## config.mk

```make
export PLATFORM = sky130hd
export DESIGN_NAME = arq_retransmit_scheduler
export DESIGN_NICKNAME = d
export VERILOG_FILES = /design/src/hdl/ars_pkg.sv /design/src/hdl/ars_scan.sv /design/src/hdl/ars_datapath.sv /design/src/hdl/ars_ctrl.sv /design/src/hdl/arq_retransmit_scheduler.sv
export SDC_FILE = /design/constraint.sdc
export NUM_CORES = 2
export LEC_CHECK = 0
export BUFFER_PORTS_ARGS = -buffer_cell sky130_fd_sc_hd__buf_2
export CAP_MARGIN = 20
export CORE_UTILIZATION = 60
export DETAILED_ROUTE_END_ITERATION = 10
export PLACE_DENSITY_LB_ADDON = 0.15
export SETUP_SLACK_MARGIN = 0.2
export SLEW_MARGIN = 20
export SYNTH_ARGS = -nofsm -noshare
export SYNTH_HDL_FRONTEND = slang
export SYNTH_HIERARCHICAL = 1
export SYNTH_SLANG_ARGS = --single-unit
```

## constraint.sdc

```tcl
create_clock -name clk -period 14.3 [get_ports clk]
set_clock_uncertainty 0.05 [all_clocks]
set_input_delay 0 -clock clk [delete_from_list [all_inputs] [get_ports clk]]
set_output_delay 0 -clock clk [all_outputs]
set_load 0.05 [all_outputs]
```

## src/hdl/ars_pkg.sv

```systemverilog
`timescale 1ns / 1ps

package ars_pkg;

    // Packet slots tracked by the scheduler
    localparam int MAX_PACKETS = 64;

    // Item actions
    localparam logic ACTION_POLL = 1'b0;
    localparam logic ACTION_ACK  = 1'b1;

    // Acknowledgement status codes
    localparam logic [1:0] ACK_NONE      = 2'd0;
    localparam logic [1:0] ACK_ACCEPTED  = 2'd1;
    localparam logic [1:0] ACK_DUPLICATE = 2'd2;
    localparam logic [1:0] ACK_INVALID   = 2'd3;

    // Register select (byte address bit 2)
    localparam logic REG_PACKET_COUNT  = 1'b0;
    localparam logic REG_TIMEOUT_TICKS = 1'b1;

    typedef struct packed {
        logic        action;
        logic [31:0] now_time;
        logic [15:0] ack_seq;
    } in_item_t;

    typedef struct packed {
        logic       send_now;
        logic [5:0] send_index;
        logic       all_done;
        logic [1:0] ack_status;
    } out_item_t;

    typedef enum logic [2:0] {
        ST_IDLE,
        ST_EXEC,
        ST_SETTLE1,
        ST_SETTLE2,
        ST_FINISH
    } state_t;

    typedef struct packed {
        logic capture;
        logic exec;
        logic load_out;
    } ctrl_cmd_t;

    typedef struct packed {
        logic is_ack;
    } dp_stat_t;

endpackage

```

## src/hdl/ars_scan.sv

```systemverilog
`timescale 1ns / 1ps

module ars_scan (
    input  logic                            clk,
    input  logic                            rst_n,
    input  logic [ars_pkg::MAX_PACKETS-1:0] acked,
    output logic [7:0]                      first_open
);

    localparam int MAX_PACKETS = ars_pkg::MAX_PACKETS;
    localparam int SCAN_N = (MAX_PACKETS < 128) ? MAX_PACKETS : 128;
    localparam int NGRP   = (SCAN_N + 7) / 8;

    logic [NGRP*8-1:0] bits;
    logic [NGRP-1:0]   grp_open_reg;
    logic [NGRP-1:0]   grp_open_next;
    logic [2:0]        grp_low_reg  [NGRP];
    logic [2:0]        grp_low_next [NGRP];
    logic [7:0]        first_reg;
    logic [7:0]        first_next;

    // Pad the scanned range to whole groups; padding counts as acknowledged
    genvar gi;
    generate
        for (gi = 0; gi < NGRP * 8; gi++)
        begin : g_pad
            if (gi < SCAN_N)
            begin : g_real
                assign bits[gi] = acked[gi];
            end
            else
            begin : g_fill
                assign bits[gi] = 1'b1;
            end
        end
    endgenerate

    // Stage one: lowest open bit inside each group of eight
    always_comb
    begin
        for (int g = 0; g < NGRP; g++)
        begin
            grp_open_next[g] = ~&bits[g*8 +: 8];
            grp_low_next[g]  = 3'd0;
            for (int b = 7; b >= 0; b--)
            begin
                if (!bits[g*8 + b])
                begin
                    grp_low_next[g] = 3'(b);
                end
            end
        end
    end

    // Stage two: lowest open group
    always_comb
    begin
        first_next = 8'(SCAN_N);
        for (int g = NGRP - 1; g >= 0; g--)
        begin
            if (grp_open_reg[g])
            begin
                first_next = 8'(g * 8) + {5'd0, grp_low_reg[g]};
            end
        end
    end

    // Hold a reset image that matches an all-clear acknowledged vector
    always_ff @(posedge clk or negedge rst_n)
    begin
        if (!rst_n)
        begin
            grp_open_reg <= '1;
            first_reg    <= 8'd0;
            for (int g = 0; g < NGRP; g++)
            begin
                grp_low_reg[g] <= 3'd0;
            end
        end
        else
        begin
            grp_open_reg <= grp_open_next;
            first_reg    <= first_next;
            for (int g = 0; g < NGRP; g++)
            begin
                grp_low_reg[g] <= grp_low_next[g];
            end
        end
    end

    assign first_open = first_reg;

endmodule

```

## src/hdl/ars_datapath.sv

```systemverilog
`timescale 1ns / 1ps

module ars_datapath (
    input  logic              clk,
    input  logic              rst_n,
    input  ars_pkg::ctrl_cmd_t cmd,
    input  ars_pkg::in_item_t  item_in,
    input  logic [6:0]        packet_count,
    input  logic [15:0]       timeout_ticks,
    output ars_pkg::dp_stat_t  stat,
    output ars_pkg::out_item_t result
);

    localparam int MAX_PACKETS = ars_pkg::MAX_PACKETS;
    localparam int AW    = (MAX_PACKETS > 1) ? $clog2(MAX_PACKETS) : 1;
    localparam int CAP_N = (MAX_PACKETS < 127) ? MAX_PACKETS : 127;

    ars_pkg::in_item_t  item_reg;
    ars_pkg::out_item_t result_reg;

    logic [MAX_PACKETS-1:0] acked_reg;
    logic [MAX_PACKETS-1:0] acked_next;
    logic [MAX_PACKETS-1:0] sent_reg;
    logic [MAX_PACKETS-1:0] sent_next;
    logic [31:0]            stamp_mem [MAX_PACKETS];
    logic [31:0]            stamp_rd_reg;
    logic [6:0]             cursor_reg;
    logic [6:0]             cursor_next;
    logic                   res_send_reg;
    logic                   res_send_next;
    logic [5:0]             res_index_reg;
    logic [5:0]             res_index_next;
    logic [1:0]             res_status_reg;
    logic [1:0]             res_status_next;

    logic [7:0]    first_open;
    logic [6:0]    n_eff;
    logic          has_open;
    logic [AW-1:0] c_idx;
    logic [AW-1:0] s_idx;
    logic          c_live;
    logic [31:0]   elapsed;
    logic          due;
    logic          do_send;
    logic          seq_valid;

    ars_scan u_scan (
        .clk       (clk),
        .rst_n     (rst_n),
        .acked     (acked_reg),
        .first_open(first_open)
    );

    // Effective count and cursor checks
    assign n_eff     = (packet_count > 7'(CAP_N)) ? 7'(CAP_N) : packet_count;
    assign has_open  = first_open < {1'b0, n_eff};
    assign c_idx     = AW'(cursor_reg);
    assign s_idx     = AW'(item_reg.ack_seq);
    assign c_live    = (cursor_reg < n_eff) && !acked_reg[c_idx];
    assign elapsed   = item_reg.now_time - stamp_rd_reg;
    assign due       = !sent_reg[c_idx] || (elapsed > {16'd0, timeout_ticks});
    assign seq_valid = item_reg.ack_seq < 16'(MAX_PACKETS);
    assign do_send   = cmd.exec && (item_reg.action == ars_pkg::ACTION_POLL)
                       && has_open && c_live && due;

    // Execute one poll or acknowledgement
    always_comb
    begin
        acked_next      = acked_reg;
        sent_next       = sent_reg;
        cursor_next     = cursor_reg;
        res_send_next   = res_send_reg;
        res_index_next  = res_index_reg;
        res_status_next = res_status_reg;
        if (cmd.exec)
        begin
            res_send_next   = 1'b0;
            res_index_next  = 6'd0;
            res_status_next = ars_pkg::ACK_NONE;
            if (item_reg.action == ars_pkg::ACTION_ACK)
            begin
                if (!seq_valid)
                begin
                    res_status_next = ars_pkg::ACK_INVALID;
                end
                else if (acked_reg[s_idx])
                begin
                    res_status_next = ars_pkg::ACK_DUPLICATE;
                end
                else
                begin
                    acked_next[s_idx] = 1'b1;
                    res_status_next   = ars_pkg::ACK_ACCEPTED;
                end
            end
            else if (has_open)
            begin
                if (c_live)
                begin
                    if (due)
                    begin
                        sent_next[c_idx] = 1'b1;
                        res_send_next    = 1'b1;
                        res_index_next   = cursor_reg[5:0];
                    end
                    cursor_next = cursor_reg + 7'd1;
                end
                else
                begin
                    cursor_next = first_open[6:0];
                end
            end
        end
    end

    // Control state
    always_ff @(posedge clk or negedge rst_n)
    begin
        if (!rst_n)
        begin
            acked_reg  <= '0;
            sent_reg   <= '0;
            cursor_reg <= 7'd0;
        end
        else
        begin
            acked_reg  <= acked_next;
            sent_reg   <= sent_next;
            cursor_reg <= cursor_next;
        end
    end

    // Send-time store: read at the cursor every cycle, write on a send
    always_ff @(posedge clk)
    begin
        stamp_rd_reg <= stamp_mem[c_idx];
        if (do_send)
        begin
            stamp_mem[c_idx] <= item_reg.now_time;
        end
    end

    // Payload registers
    always_ff @(posedge clk)
    begin
        res_send_reg   <= res_send_next;
        res_index_reg  <= res_index_next;
        res_status_reg <= res_status_next;
        if (cmd.capture)
        begin
            item_reg <= item_in;
        end
        if (cmd.load_out)
        begin
            result_reg.send_now   <= res_send_reg;
            result_reg.send_index <= res_index_reg;
            result_reg.all_done   <= !has_open;
            result_reg.ack_status <= res_status_reg;
        end
    end

    assign stat.is_ack = (item_reg.action == ars_pkg::ACTION_ACK);
    assign result      = result_reg;

endmodule

```

## src/hdl/ars_ctrl.sv

```systemverilog
`timescale 1ns / 1ps

module ars_ctrl (
    input  logic               clk,
    input  logic               rst_n,
    input  logic               item_valid,
    output logic               item_ready,
    output logic               result_valid,
    input  logic               result_ready,
    input  ars_pkg::dp_stat_t  stat,
    output ars_pkg::ctrl_cmd_t cmd
);

    ars_pkg::state_t state_reg;
    ars_pkg::state_t state_next;
    logic            out_valid_reg;
    logic            out_valid_next;

    // State and output-valid registers
    always_ff @(posedge clk or negedge rst_n)
    begin
        if (!rst_n)
        begin
            state_reg     <= ars_pkg::ST_IDLE;
            out_valid_reg <= 1'b0;
        end
        else
        begin
            state_reg     <= state_next;
            out_valid_reg <= out_valid_next;
        end
    end

    // Sequence one item: execute, let the scan settle after an ack, deliver
    always_comb
    begin
        state_next   = state_reg;
        cmd          = '0;
        item_ready   = 1'b0;
        case (state_reg)
            ars_pkg::ST_IDLE:
            begin
                item_ready = 1'b1;
                if (item_valid)
                begin
                    cmd.capture = 1'b1;
                    state_next  = ars_pkg::ST_EXEC;
                end
            end
            ars_pkg::ST_EXEC:
            begin
                cmd.exec   = 1'b1;
                state_next = stat.is_ack ? ars_pkg::ST_SETTLE1 : ars_pkg::ST_FINISH;
            end
            ars_pkg::ST_SETTLE1:
            begin
                state_next = ars_pkg::ST_SETTLE2;
            end
            ars_pkg::ST_SETTLE2:
            begin
                state_next = ars_pkg::ST_FINISH;
            end
            ars_pkg::ST_FINISH:
            begin
                if (!out_valid_reg || result_ready)
                begin
                    cmd.load_out = 1'b1;
                    state_next   = ars_pkg::ST_IDLE;
                end
            end
            default:
            begin
                state_next = ars_pkg::ST_IDLE;
            end
        endcase
    end

    // Output register occupancy
    always_comb
    begin
        out_valid_next = out_valid_reg;
        if (cmd.load_out)
        begin
            out_valid_next = 1'b1;
        end
        else if (result_ready)
        begin
            out_valid_next = 1'b0;
        end
    end

    assign result_valid = out_valid_reg;

endmodule

```

## src/hdl/arq_retransmit_scheduler.sv

```systemverilog
`timescale 1ns / 1ps
// A poll passes through the EXEC and FINISH states before its result is registered; an ack
// also passes through SETTLE1 and SETTLE2 so that the two-stage lowest-unacknowledged-packet
// scan sees its new bit. Only one item is in work at a time.
// A finished result waits in the output register while the next item is taken.
// Reset (rst_n, asynchronous, active low) clears acknowledged and sent bits, the
// cursor and the scan; packet_count resets to 0 and timeout_ticks to 1.
module arq_retransmit_scheduler (
    input  logic               clk,
    input  logic               rst_n,
    input  logic               item_valid,
    output logic               item_ready,
    input  ars_pkg::in_item_t  item,
    output logic               result_valid,
    input  logic               result_ready,
    output ars_pkg::out_item_t result,
    input  logic               psel,
    input  logic               penable,
    input  logic               pwrite,
    input  logic [2:0]         paddr,
    input  logic [31:0]        pwdata,
    output logic [31:0]        prdata,
    output logic               pready
);

    logic [6:0]         packet_count_reg;
    logic [15:0]        timeout_ticks_reg;
    logic               cfg_write;
    ars_pkg::ctrl_cmd_t cmd;
    ars_pkg::dp_stat_t  stat;

    assign pready    = 1'b1;
    assign cfg_write = psel && penable && pwrite;

    // Configuration registers
    always_ff @(posedge clk or negedge rst_n)
    begin
        if (!rst_n)
        begin
            packet_count_reg  <= 7'd0;
            timeout_ticks_reg <= 16'd1;
        end
        else if (cfg_write)
        begin
            case (paddr[2])
                ars_pkg::REG_PACKET_COUNT:  packet_count_reg  <= pwdata[6:0];
                ars_pkg::REG_TIMEOUT_TICKS: timeout_ticks_reg <= pwdata[15:0];
                default:                    packet_count_reg  <= packet_count_reg;
            endcase
        end
    end

    // Register readback
    always_comb
    begin
        case (paddr[2])
            ars_pkg::REG_PACKET_COUNT:  prdata = {25'd0, packet_count_reg};
            ars_pkg::REG_TIMEOUT_TICKS: prdata = {16'd0, timeout_ticks_reg};
            default:                    prdata = 32'd0;
        endcase
    end

    ars_ctrl u_ctrl (
        .clk         (clk),
        .rst_n       (rst_n),
        .item_valid  (item_valid),
        .item_ready  (item_ready),
        .result_valid(result_valid),
        .result_ready(result_ready),
        .stat        (stat),
        .cmd         (cmd)
    );

    ars_datapath u_dp (
        .clk          (clk),
        .rst_n        (rst_n),
        .cmd          (cmd),
        .item_in      (item),
        .packet_count (packet_count_reg),
        .timeout_ticks(timeout_ticks_reg),
        .stat         (stat),
        .result       (result)
    );

endmodule

```

# Yosys cells after proc, flatten, opt, wreduce, memory -nomap -nowiden
# Memory sizes are Yosys's and may differ from the RTL's. A register that Yosys moved wholly into a read port is not among the register bits.
# Cells that the tools add are included.
word_totals:
  regBits: 270
  latchBits: 0
  ramBits: 2048
  romBits: 0
  input_bits: 91
  mem_count: 1
memory_table:
  columns: ["memory", "words", "word_bits", "read_ports", "rd_ports_with_merged_regs", "write_ports", "line_no", "text"]
  rows:
  - ["u_dp.stamp_mem", 64, 32, 1, 1, 1, "ars_datapath.sv:25", "logic [31:0] stamp_mem [MAX_PACKETS];"]
op_classes:
  addsub: 9
  n_mul: 0
  div_mod_pow: 0
  magnitude_cmp: 9
  eq_ne: 6
  n_shift: 0
  n_mux: 102
  n_bitwise: 8
  reduce_logical: 41
op_table:
  columns: ["cell", "count"]
  rows:
  - ["two-way mux 3 bit", 67]
  - ["bitwise OR 64 bit", 2]
  - ["one-hot mux 32 bit (2 select lines)", 1]
  - ["AND reduction 8 bit", 8]
  - ["two-way mux 8 bit", 7]
  - ["> comparator 32 x 16 -> 1 bit", 1]
  - ["subtractor 32 bit", 1]
  - ["adder 6 x 3 -> 7 bit, first input constant", 4]
  - ["two-way mux 7 bit", 3]
  - ["binary-select mux 1 bit (select 6 bit)", 3]
  - ["< comparator 16 x 7 -> 1 bit, second input constant", 1]
  - ["two-way mux 1 bit", 16]
  - ["one-hot mux 3 bit (5 select lines)", 1]
  - ["< comparator 6 x 7 -> 1 bit, second input constant", 2]
  - ["adder 5 x 3 -> 6 bit, first input constant", 2]
  - ["demux 1 bit (select 6 bit)", 2]
  - [">= comparator 6 x 1 -> 1 bit, second input constant", 2]
  - ["zero test 1 bit", 12]
  - ["logical AND 1 bit", 9]
  - ["< comparator 8 x 7 -> 1 bit", 1]
  - ["adder 7 x 1 -> 7 bit, second input constant", 1]
  - ["> comparator 7 bit, second input constant", 1]
  - ["< comparator 7 bit", 1]
  - ["== test 3 x 2 -> 1 bit, second input constant", 2]
  - ["16 further kinds", 25]

# Depth between registers and ports, before layout
logic_depth:
  depth_word: 9
  ltp_mapped: 24
  depth_no_buf: 22

# Hierarchy
# The synthesis kept the hierarchy.
modules_own_cells:
  columns: ["mod", "n_inst", "cells_each", "area_each_um2", "seq_area_each_um2"]
  rows:
  - ["ars_datapath", 1, 5071, 86932.1, 67559.8]
  - ["ars_scan", 1, 213, 1824.2, 985.9]
  - ["arq_retransmit_scheduler", 1, 86, 1211.2, 576.8]
  - ["ars_ctrl", 1, 20, 195.2, 100.1]

# Worst setup path after synthesis
# OpenSTA, ideal clock, no wires.
synth_path:
  path_type: "register to register"
  from: "reg u_dp/item_reg[20] (netlist name)"
  to: "mem u_dp.stamp_mem[20][0] (enable)"
  setup_ns: 0.595
  t_arrival_ns: 9.442
  t_required_ns: 13.655
  path_slack_ns: 4.213
  path_stages_with_launch: 22
  path_buffers: 1
  synth_period_minus_slack_ns: 10.087
  path_cell_list: "edfxtp_1 ha_1 a21o_1 a21o_1 or2_2 and2_1 o21ai_0 nand2b_1 a21o_1 a21oi_1 xnor2_1 ha_1 nand4_1 nor2_1 nand4_1 a21o_1 a31oi_1 nor4_1 o2111ai_1 nor4_4 buf_4 a2111oi_0"
synth_between:
  elab_chain_cells: 6
synth_rtl:
  columns: ["item", "line_no", "text"]
  rows:
  - ["from (decl)", "ars_datapath.sv:18", "ars_pkg::in_item_t item_reg;"]
  - ["from (signal assigned)", "ars_datapath.sv:151", "item_reg <= item_in;"]
  - ["subtractor 32 bit", "ars_datapath.sv:60", "assign elapsed = item_reg.now_time - stamp_rd_reg;"]
  - ["> comparator 32 x 16 -> 1 bit", "ars_datapath.sv:61", "assign due = !sent_reg[c_idx] || (elapsed > {16'd0, timeout_ticks});"]
  - ["logical OR 1 bit", "ars_datapath.sv:61", null]
  - ["logical AND 1 bit", "ars_datapath.sv:64", "&& has_open && c_live && due;"]
  - ["two-way mux 1 bit", "ars_datapath.sv:137", "if (do_send)"]
  - ["two-way mux 1 bit (not written as such)", "ars_datapath.sv:139", "stamp_mem[c_idx] <= item_reg.now_time;"]
  - ["to (decl)", "ars_datapath.sv:25", null]
# Every way passes these cells.

# Worst setup path in the final report
layout_path:
  from: "reg u_dp/item_reg[16] (netlist name)"
  to: "mem u_dp.stamp_mem[6][24] (enable)"
# The elaborated chain is that of the path after synthesis.

==> qor.log <==
INFO  setup_path     crit_arrival=7.67ns
INFO  setup_path     slowest_delay=0.57ns
INFO  routing        route.antenna.remaining_nets=0
INFO  routing        drcViolationCount=0
INFO  place          preCtsSetupSlack=7.383ns
INFO  synth          count_leader_synth=sky130_fd_sc_hd__edfxtp_1
INFO  place          placedCellCount=7331
INFO  clocking       clock_latency=0.86ns
INFO  setup_path     crit_path_leading_delay_family=compound AO/OA/AOI/OAI gates
INFO  setup_path     worst_path_max_delay_cell=sky130_fd_sc_hd__buf_4
INFO  layout         layout.cell_area.non_filler=0.1029sqmm
INFO  place          finalWeightedCongestion=0.9209
INFO  layout         layout-area-overhead-vs-synth=14.10%
INFO  floorplanning  die_h=389.7microns
INFO  synth          ys_async_sr_fraction=8.557%
INFO  timing         timing.final.setup_violations=0
INFO  routing        number_of_design_rule_violations_left_by_the_first_detailed_router_iteration=8335
INFO  clocking       post_cts_resize_count=0
INFO  floorplanning  design.die.area=0.1518sqmm
INFO  timing         timing.final.crit_share=50.03%
INFO  grt            gr-usage-all-layers=35.18%
INFO  grt            grt_pass1_vias=52670
INFO  floorplanning  core.rowCount=141
INFO  clocking       cts.sinks=2349
INFO  routing        drt_pass1_iterations=6
INFO  synth          synth_area_leaders=sky130_fd_sc_hd__edfxtp_1 (70%), sky130_fd_sc_hd__a22oi_1 (6.1%), sky130_fd_sc_hd__dfrtp_1 (5.3%)
INFO  timing         rsz_0062_raised_after_global_routing=false
INFO  clocking       clock_tree_from_tritoncts=built
INFO  setup_path     critical_path_buf_inv_count=4
INFO  clocking       cts.path.max_buffers=3
INFO  synth          synthDominantAreaCellType=sky130_fd_sc_hd__edfxtp_1
INFO  power_and_ir_drop p_total=20.17mW
INFO  synth          yosysUniqueCellTypes=87
INFO  routing        detail_route.wl_per_cell=34.21microns
INFO  clocking       cts_root_buf=sky130_fd_sc_hd__clkbuf_16
INFO  clocking       clock_pin_slew_on_the_worst_setup_and_hold_paths=0.07ns
INFO  routing        detailroute.via_count=55850
INFO  setup_path     r2r_start=u_dp/item_reg[16]$_DFFE_PP_
INFO  status         outcome=complete, no violations
INFO  setup_path     cp-end-kind=flip-flop
INFO  timing         worst-slew-pin-transition=1.272ns
INFO  timing         layout_min_cycle_time=7.155ns
INFO  synth          ys.flop_type=sky130_fd_sc_hd__edfxtp_1
INFO  setup_path     crit_path_start=u_dp/item_reg[16]$_DFFE_PP_
INFO  synth          average_cell_area_after_synthesis=16.73squm
INFO  grt            grt_pass1_wl=379100microns
INFO  grt            overflow=0
INFO  timing         fmax=139.8MHz
INFO  timing         slew_violations=0
INFO  power_and_ir_drop pwr_dens=196.0mW/mm^2
INFO  grt            maximum_number_of_pins_on_one_net_before_global_route_repair=99
INFO  floorplanning  ios=136
INFO  timing         setup_slack=7.145ns
INFO  routing        drt_wl_total=269900microns
INFO  clocking       cts_buffers=222
INFO  layout         count_of_nets_after_finishing=5852
INFO  run            drv.max_cap_violation_count=0
INFO  place          port_buffers=100
INFO  synth          synth_enable_flop_cells=2116
INFO  layout         largest_register_ffs=2048
INFO  synth          area_share_of_the_largest_cell_type_after_synthesis=70.47%
INFO  min_path       hold_path_class=primary input to flip-flop
INFO  clocking       cts_htree_levels=4
INFO  synth          ys_warn_count=6
INFO  setup_path     critical_path.startpoint_type=flip-flop
INFO  floorplanning  effective_utilization_at_floorplan=60.77%
INFO  synth          syn_area=0.09016sqmm
INFO  setup_path     timing.critical_path.cells=buf_4 -> inv_1 -> ha_1 -> fa_1 -> nand2b_1 -> a21oi_1 -> or2_2 -> and2_1 -> o21ai_0 -> nand2b_1 -> a21o_1 -> a21oi_1 -> xnor2_1 -> ha_1 -> nand3_1 -> a21oi_1 -> a2111oi_0 -> a31oi_1 -> nor4_1 -> o2111ai_1 -> nor4_4 -> buf_12 -> a21oi_4 -> buf_4
INFO  power_and_ir_drop leakage=33.33nW
INFO  place          detailed_place.area=0.09405sqmm
INFO  power_and_ir_drop ir_drop=0.1719mV
INFO  synth          synthCells=5390
INFO  floorplanning  die-width=389.7microns
INFO  grt            initial_antenna_violation_count=8
INFO  setup_path     cp_max_fo=65
INFO  timing         final_hold_viol_count=0
INFO  timing         timing.slew.headroom=14.52%
INFO  synth          seq_area_frac_synth=76.78%
INFO  timing         timing.hold.ws=0.08426ns
INFO  synth          ys_seq_elements=2349
INFO  layout         fin_util=69.34%
INFO  routing        vias_per_cell=7.078
INFO  place          dp_hpwl=149600microns
INFO  setup_path     setup.worst_path.class=flip-flop to flip-flop
INFO  synth          post_synth_most_frequent_cells=sky130_fd_sc_hd__edfxtp_1 (2116), sky130_fd_sc_hd__a22oi_1 (731), sky130_fd_sc_hd__clkbuf_1 (233)
INFO  layout         share_of_post_route_cells_with_drive_strength_above_1=14.15%
INFO  min_path       hold_path_startpoint=psel
INFO  layout         finish.cell_count_without_fillers=7890
INFO  setup_path     worst-endpoint-required=14.81ns
INFO  timing         totalNegativeSetupSlack=0ns
INFO  setup_path     path_common_cell=sky130_fd_sc_hd__a21oi_1
INFO  floorplanning  floorplan.core_area=0.1484sqmm
## placed cells by master, fill, tap and decap left out, types with 18 or more instances in the layout
master,netlist,layout
sky130_fd_sc_hd__a21o_1,54,54
sky130_fd_sc_hd__a21oi_1,135,115
sky130_fd_sc_hd__a21oi_4,0,41
sky130_fd_sc_hd__a221oi_1,167,167
sky130_fd_sc_hd__a22o_1,151,151
sky130_fd_sc_hd__a22oi_1,731,731
sky130_fd_sc_hd__a31oi_1,168,168
sky130_fd_sc_hd__a41oi_1,57,57
sky130_fd_sc_hd__and2_1,22,19
sky130_fd_sc_hd__buf_2,46,99
sky130_fd_sc_hd__buf_4,33,208
sky130_fd_sc_hd__bufinv_16,0,26
sky130_fd_sc_hd__clkbuf_1,233,41
sky130_fd_sc_hd__clkbuf_16,0,226
sky130_fd_sc_hd__clkinv_1,0,43
sky130_fd_sc_hd__clkinv_2,0,37
sky130_fd_sc_hd__conb_1,3,18
sky130_fd_sc_hd__dfrtp_1,192,190
sky130_fd_sc_hd__dfxtp_1,32,32
sky130_fd_sc_hd__dlygate4sd3_1,0,146
sky130_fd_sc_hd__edfxtp_1,2116,2116
sky130_fd_sc_hd__ha_1,60,60
sky130_fd_sc_hd__inv_1,82,82
sky130_fd_sc_hd__mux2_2,25,25
sky130_fd_sc_hd__mux2i_1,44,44
sky130_fd_sc_hd__nand2_1,118,118
sky130_fd_sc_hd__nand3_1,46,46
sky130_fd_sc_hd__nand4_1,164,164
sky130_fd_sc_hd__nor2_1,81,77
sky130_fd_sc_hd__nor3_1,25,20
sky130_fd_sc_hd__nor4_1,47,32
sky130_fd_sc_hd__o211ai_1,19,19
sky130_fd_sc_hd__o21ai_0,35,35
sky130_fd_sc_hd__o21bai_1,101,101
sky130_fd_sc_hd__o22ai_1,25,25
## cells by family (layout without fill, tap and decap cells)
kind of cell | Yosys count | in the layout | synth area share, %
AOI/OAI and AO/OA | 1789 | 1789 | 14.91
xor gates and xnor gates | 19 | 19 | 0.1846
adders and majority gates | 61 | 61 | 0.8548
buffers and inverters | 477 | 957 | 2.270
DFF | 2349 | 2349 | 76.78
muxes | 93 | 93 | 1.317
other | 3 | 21 | 0.01249
and+or+nand+nor | 599 | 599 | 3.676
## tightest hold or removal path: cells and delay by family
| kind | cells | cell delay [ns] |
|---|---|---|
| muxes | 1 | 0.15 |
| and+or+nand+nor | 1 | 0.10 |
| buffers and inverters | 2 | 0.68 |
## final cells by class
type,count,area (sq um)
diodes,3,7.507
fillers,9475,45490
flip-flops and latches,2349,69230
repair buffers,465,3760
clock inverters,137,1444
clock buffers,272,5878
multi-input cells,2579,19740
inverters,83,311.5
well taps,2002,2505
## layer usage
metal  vias to the layer above  global-route usage, %  share of wire, %
met2                      3892                  54.02                46
met5                         -                      0             0.010
met3                       579                  6.641                12
li1                      23030                      -                 -
met1                     28350                  48.27                36
met4                         4                  18.76               5.9
## worst paths after layout
kind	to	slack, ns	depth (start not counted)
min in group asynchronous	u_dp/u_scan/grp_open_reg[1]$_DFF_PN1_	0.26	3
worst max register to register	u_dp/stamp_mem[6][24]$_DFFE_PP_	7.15	24
max in group asynchronous	u_dp/cursor_reg[2]$_DFFE_PN0P_	12.46	5
worst min register to register	u_dp/result[3]$_DFFE_PP_	0.37	0
worst max-delay path	u_dp/stamp_mem[6][24]$_DFFE_PP_	7.15	24
worst min-delay path	packet_count_reg[2]$_DFFE_PN0P_	0.08	4
## power by group
group / switching [mW] / internal [mW]
Clock: 2.54 / 3.39
Combinational: 4.52 / 1.61
Sequential: 0.129 / 7.98
Total: 7.18 / 13.0
## what timing repair did
item,4_1_cts,5_1_grt
setup buffers,0,0
setup endpoints to repair,0,0
hold endpoints to repair,234,0
hold buffers,147,0
No activity file was read; power rests on OpenSTA's default activity.
